## config.mk

```make
export PLATFORM = sky130hd
export DESIGN_NAME = brn_div
export DESIGN_NICKNAME = d
export VERILOG_FILES = /design/src/hdl/brn_div.sv
export SDC_FILE = /design/constraint.sdc
export NUM_CORES = 2
export LEC_CHECK = 0
export BUFFER_PORTS_ARGS = -buffer_cell sky130_fd_sc_hd__buf_2
export CAP_MARGIN = 20
export CORE_MARGIN = 2
export CORE_UTILIZATION = 36
export CTS_CLUSTER_SIZE = 40
export DETAILED_ROUTE_END_ITERATION = 12
export PLACE_DENSITY = 0.55
export SYNTH_ARGS = -nofsm -noshare
export SYNTH_HDL_FRONTEND = slang
export SYNTH_SLANG_ARGS = --single-unit
```

## constraint.sdc

```tcl
create_clock -name clock -period 139.1 [get_ports clock]
set_clock_uncertainty 0.15 [all_clocks]
set_input_delay 20.865 -clock clock [delete_from_list [all_inputs] [get_ports clock]]
set_output_delay 20.865 -clock clock [all_outputs]
set_load 0.05 [all_outputs]
```

## src/hdl/brn_div.sv

```systemverilog
`timescale 1ns / 1ps
// ----------------------------------------------------------------------------
// brn_div
// Pipelined restoring divider, one quotient bit per stage, with sideband tag.
// Requires num < den * 2^QUO_W.
// ----------------------------------------------------------------------------
module brn_div #(
   parameter int DEN_W = 12,
   parameter int QUO_W = 35,
   parameter int TAG_W = 1,
   localparam int REM_W = DEN_W + QUO_W
) (
   input  logic             clock,
   input  logic             reset,
   input  logic             enable,
   input  logic [REM_W-1:0] num_in,
   input  logic [DEN_W-1:0] den_in,
   input  logic [TAG_W-1:0] tag_in,
   output logic [QUO_W-1:0] quo_out,
   output logic [TAG_W-1:0] tag_out
);

   logic [REM_W-1:0] rem_ff [QUO_W];
   logic [DEN_W-1:0] den_ff [QUO_W];
   logic [QUO_W-1:0] quo_ff [QUO_W];
   logic [TAG_W-1:0] tag_ff [QUO_W];

   for (genvar k = 0; k < QUO_W; k++) begin : g_stage
      logic [REM_W-1:0] rem_src;
      logic [DEN_W-1:0] den_src;
      logic [QUO_W-1:0] quo_src;
      logic [TAG_W-1:0] tag_src;
      logic [REM_W-1:0] shifted;
      logic [REM_W:0]   trial;
      logic [REM_W-1:0] rem_in;
      logic [QUO_W-1:0] quo_in;

      if (k == 0) begin : g_first
         assign rem_src = num_in;
         assign den_src = den_in;
         assign quo_src = '0;
         assign tag_src = tag_in;
      end else begin : g_next
         assign rem_src = rem_ff[k-1];
         assign den_src = den_ff[k-1];
         assign quo_src = quo_ff[k-1];
         assign tag_src = tag_ff[k-1];
      end

      always_comb begin
         shifted = REM_W'(den_src) << (QUO_W - 1 - k);
         trial   = {1'b0, rem_src} - {1'b0, shifted};
         if (trial[REM_W]) begin
            rem_in = rem_src;
            quo_in = quo_src;
         end else begin
            rem_in = trial[REM_W-1:0];
            quo_in = quo_src | (QUO_W'(1) << (QUO_W - 1 - k));
         end
      end

      always_ff @(posedge clock) begin
         if (reset) begin
            tag_ff[k] <= '0;
         end else if (enable) begin
            tag_ff[k] <= tag_src;
            rem_ff[k] <= rem_in;
            den_ff[k] <= den_src;
            quo_ff[k] <= quo_in;
         end
      end
   end

   assign quo_out = quo_ff[QUO_W-1];
   assign tag_out = tag_ff[QUO_W-1];

endmodule

```

# Yosys cells after proc, flatten, opt, wreduce, memory -nomap -nowiden
# Memory sizes are Yosys's and may differ from the RTL's.
# Cells that the tools add are included.
# totals
n_memories,4
reg_bits,0
mem_bits_rw,3325
input_bits,63
# op_classes
addsub,35
bitwise,35
mux,110
# memory_table
name,depth,width,rd,rd_clocked_by_memory_dff,write_ports,line,rtl
rem_ff,35,47,34,0,35,23,logic [REM_W-1:0] rem_ff [QUO_W];
quo_ff,35,35,35,0,35,25,logic [QUO_W-1:0] quo_ff [QUO_W];
den_ff,35,12,34,0,35,24,logic [DEN_W-1:0] den_ff [QUO_W];
tag_ff,35,1,35,0,35,26,logic [TAG_W-1:0] tag_ff [QUO_W];
# op_table
op,count
$mux 47,35
$sub 47x12->48,1
$sub 47x13->48,1
$sub 47x14->48,1
$sub 47x15->48,1
$sub 47x16->48,1
$sub 47x17->48,1
$sub 47x18->48,1
$sub 47x19->48,1
$sub 47x20->48,1
$sub 47x21->48,1
$sub 47x22->48,1
$sub 47x23->48,1
$sub 47x24->48,1
$sub 47x25->48,1
$sub 47x26->48,1
$sub 47x27->48,1
$sub 47x28->48,1
$sub 47x29->48,1
$sub 47x30->48,1
$sub 47x31->48,1
$sub 47x32->48,1
$sub 47x33->48,1
$sub 47x34->48,1
48 further kinds,122

# Longest topological paths before layout
# depth
word_depth,4
ltp_mapped,14

# Worst setup path before layout
# Ideal clock, no wire load.
# synth_timing
path_kind,input -> register
startpoint,input enable
endpoint,"memory tag_ff[0], data pin"
arrival_time_ps,96270
path_stages,3
setup_slack_ps,42198
setup_time_ps,482
required_time_ps,138468
path_cell_list,nor2b_1 > clkbuf_1 > and2_1
# synth_rtl
item,line,rtl
"start, declared",15,"input logic enable,"
"end, declared",26,

==> metrics.cfg <==
[run_status]
status = finished, final reports clean

[die]
die_w_um = 572
dieArea_sq_um = 327000
fp-row-count = 208
initial_core_util = 0.362
core_sq_um = 321000
fp.dieH_um = 572
num_io_pins = 99

[clocking]
cts_hold_buf = 0
numCtsBuffers = 302
cts-resized-gates = 0
clk_latency_ps = 880
post_cts_buffers = 0
cts_root_buf = clkbuf_16
clock_sinks = 2671
cts_tree = done
clk_pin_slew_ps = 60
cts.htree.levels = 5
clock_path_buffers = 4

[setup_path]
timing.rr.end = rem_ff[3][35]
crit_path_frequent_cell = buf_4
slowest_delay_ps = 880
critPathBufInv = 8
reg2reg_slack_ps = 134400
reg2reg_from = rem_ff[2][31]
critical_path.slowest_cell = buf_4
path_class = primary input to flop
crit_path_cell_trace = buf_2 -> nor2b_4 -> buf_4 -> buf_4 -> buf_4 -> buf_4 -> buf_4 -> buf_4 -> buf_4
cp_top_family = buffers and inverters
worstPathArrival_ps = 26550
reg2reg_depth = 10
critPathLaunchType = primary input
crit_path_end_kind = flop
cp.required_ps = 139450
path_max_fanout = 78

[placement]
dp_hpwl_mm = 143
numPortBuffers = 98
place_congestion = 0.867
dp.cells = 12547
dp_slack_ps = 111720

[synth]
syn-num-nets = 8723
avgSynthCellArea_sq_um = 14.1
synth_ff_type = edfxtp_1
syn-cell-area_sq_um = 116000
yosysSeqAreaShare = 0.691
yosysWarnings = 0
synth_cell_types = 97
synth_edf_count = 2671
synthCells = 8207
ys_seq_elements = 2671
synthArstFlopShare = 0

[grt]
gr-total-overflow = 0
grt_pass1_wl_mm = 335
grt_antenna_before_repair = 2
track_usage = 0.125
grt_pass1_vias = 64713
grt_start_max_net_pins = 196

[timing]
clock.fmax_mhz = 38.2
fin_crit_ps = 26190
slew_headroom = 0.258
fin_crit_sh = 0.188
hold_viol = 0
slew_viol_final = 0
setup_violations = 0
setup_ws_ps = 112910
fin_hold_ws_ps = 258
fin_tns_setup_ps = 0
grt_setup_unrepaired = no
max_slew.worst_pin.slew_ps = 1110

[detailed_routing]
drtIter0Drc = 4166
viasPerCell = 4.87
dr.pass1.iters = 7
drc = 0
num_vias = 63768
routed_wl_mm = 209
post_drt_wl_per_cell_um = 16.0
drtAntennaViolNets = 0

[min_path]
min_path_cells = 0
hp-start = rem_ff[19][4]
hp-class = flop to flop
min_to = rem_ff[20][4]

[finish]
areaGrowthSynthToFinish_pct = 13.8
final_common_cell = edfxtp_1
nets = 9067
layout-drive-gt1-share = 0.0871
fin_cells = 13094
final_util = 0.411
layout_common_cells = edfxtp_1 (2671), inv_1 (564), nand2_1 (510)

[pwr]
leakage_nw = 46.3
powerDensity_nw_per_um2 = 14.4
irDropWorstVdd_mv = 0.0105

[job]
drv_cap = 0

==> flip-flops by register name, summed over array words and instances (netlist names) <==
name and count:
den_ff 408, tag_ff 35, quo_ff 630, rem_ff 1598
==> layout make-up <==
class,count,area [sq um]
multi-input combinational,4838,33200
inverter,567,2130
sequential,2671,80200
clock buffer,360,7900
antenna,1,2.50
fill,29018,189000
tap,4305,5390
clock inverter,181,2040
timing repair buffer,171,1160
==> power by group <==
group / total (mW) / leakage [nW] / switching [mW] / internal [mW]
sequential: 0.957 / 24.9 / 0.0215 / 0.935
clock: 0.795 / 4.84 / 0.319 / 0.477
combinational: 0.145 / 16.5 / 0.0872 / 0.0582
total: 1.90 / 46.3 / 0.427 / 1.47
==> cell usage after synthesis (12+ instances only) <==
master	n	area [sq um]
buf_2	13	65.1
or4_1	69	518
nor4b_1	17	149
clkbuf_1	112	420
nor2_1	484	1820
nand2_1	510	1910
a21oi_1	314	1570
and3_1	29	181
a211oi_1	31	233
o21bai_1	27	203
nand4_1	37	231
nor3_1	295	1480
a21o_1	80	601
or2_2	32	200
nand4b_1	20	175
o21ai_0	404	2020
xnor2_1	346	3030
o41ai_1	22	193
a2111oi_0	13	114
nand3_1	106	531
a31oi_1	34	213
or3_1	131	820
inv_1	564	2120
nor3b_1	16	120
nor4_1	165	1030
ha_1	419	5240
edfxtp_1	2671	80200
o31a_1	33	289
a21boi_0	21	158
xor2_1	454	3980
mux2_2	77	867
o31ai_1	53	398
a211o_1	12	105
o211ai_1	28	210
nor2b_1	75	469
nand2b_1	112	701
and2_1	66	413
fa_1	34	681
o21a_1	99	743
nand3b_1	26	195
==> kinds of logic after synthesis <==
kind of cell               Yosys count  synth area share
DFF                               2671             0.691
and+or+nand+nor                   2236            0.0982
AOI/OAI and AO/OA                 1266            0.0683
xor gates and xnor gates           800            0.0604
buffers and inverters              698            0.0229
adders and majority gates          453            0.0510
muxes                               83           0.00799
==> worst max-delay path by stage <==
stage	startpoint	slack [ps]	depth (start not counted)	endpoint
floorplan	enable	42200	3	tag_ff[0]
finish	reset	112910	9	rem_ff[13][29]
global route	enable	112340	9	den_ff[13][11]
global placement	reset	111810	9	quo_ff[31][15]
detailed placement	reset	111720	9	quo_ff[34][25]
CTS	reset	112690	9	quo_ff[30][25]
==> per-stage QoR <==
| step | instance area [sq um] | power [mW] |
|---|---|---|
| after floorplan | 116000 | 1.19 |
| after global placement | 122000 | 1.11 |
| after detailed placement | 122000 | 1.12 |
| after CTS | 132000 | 1.93 |
| after global routing | 132000 | 1.98 |
| final | 132000 | 1.90 |
==> metal layers <==
layer	up-vias	GRT usage	part of all wire
met5	-	0	0.000053
met4	2	0.0458	0.034
met3	455	0.0207	0.037
met2	1061	0.232	0.52
met1	30980	0.143	0.41
li1	31270	-	-
Power figures use the tool's default switching activity.
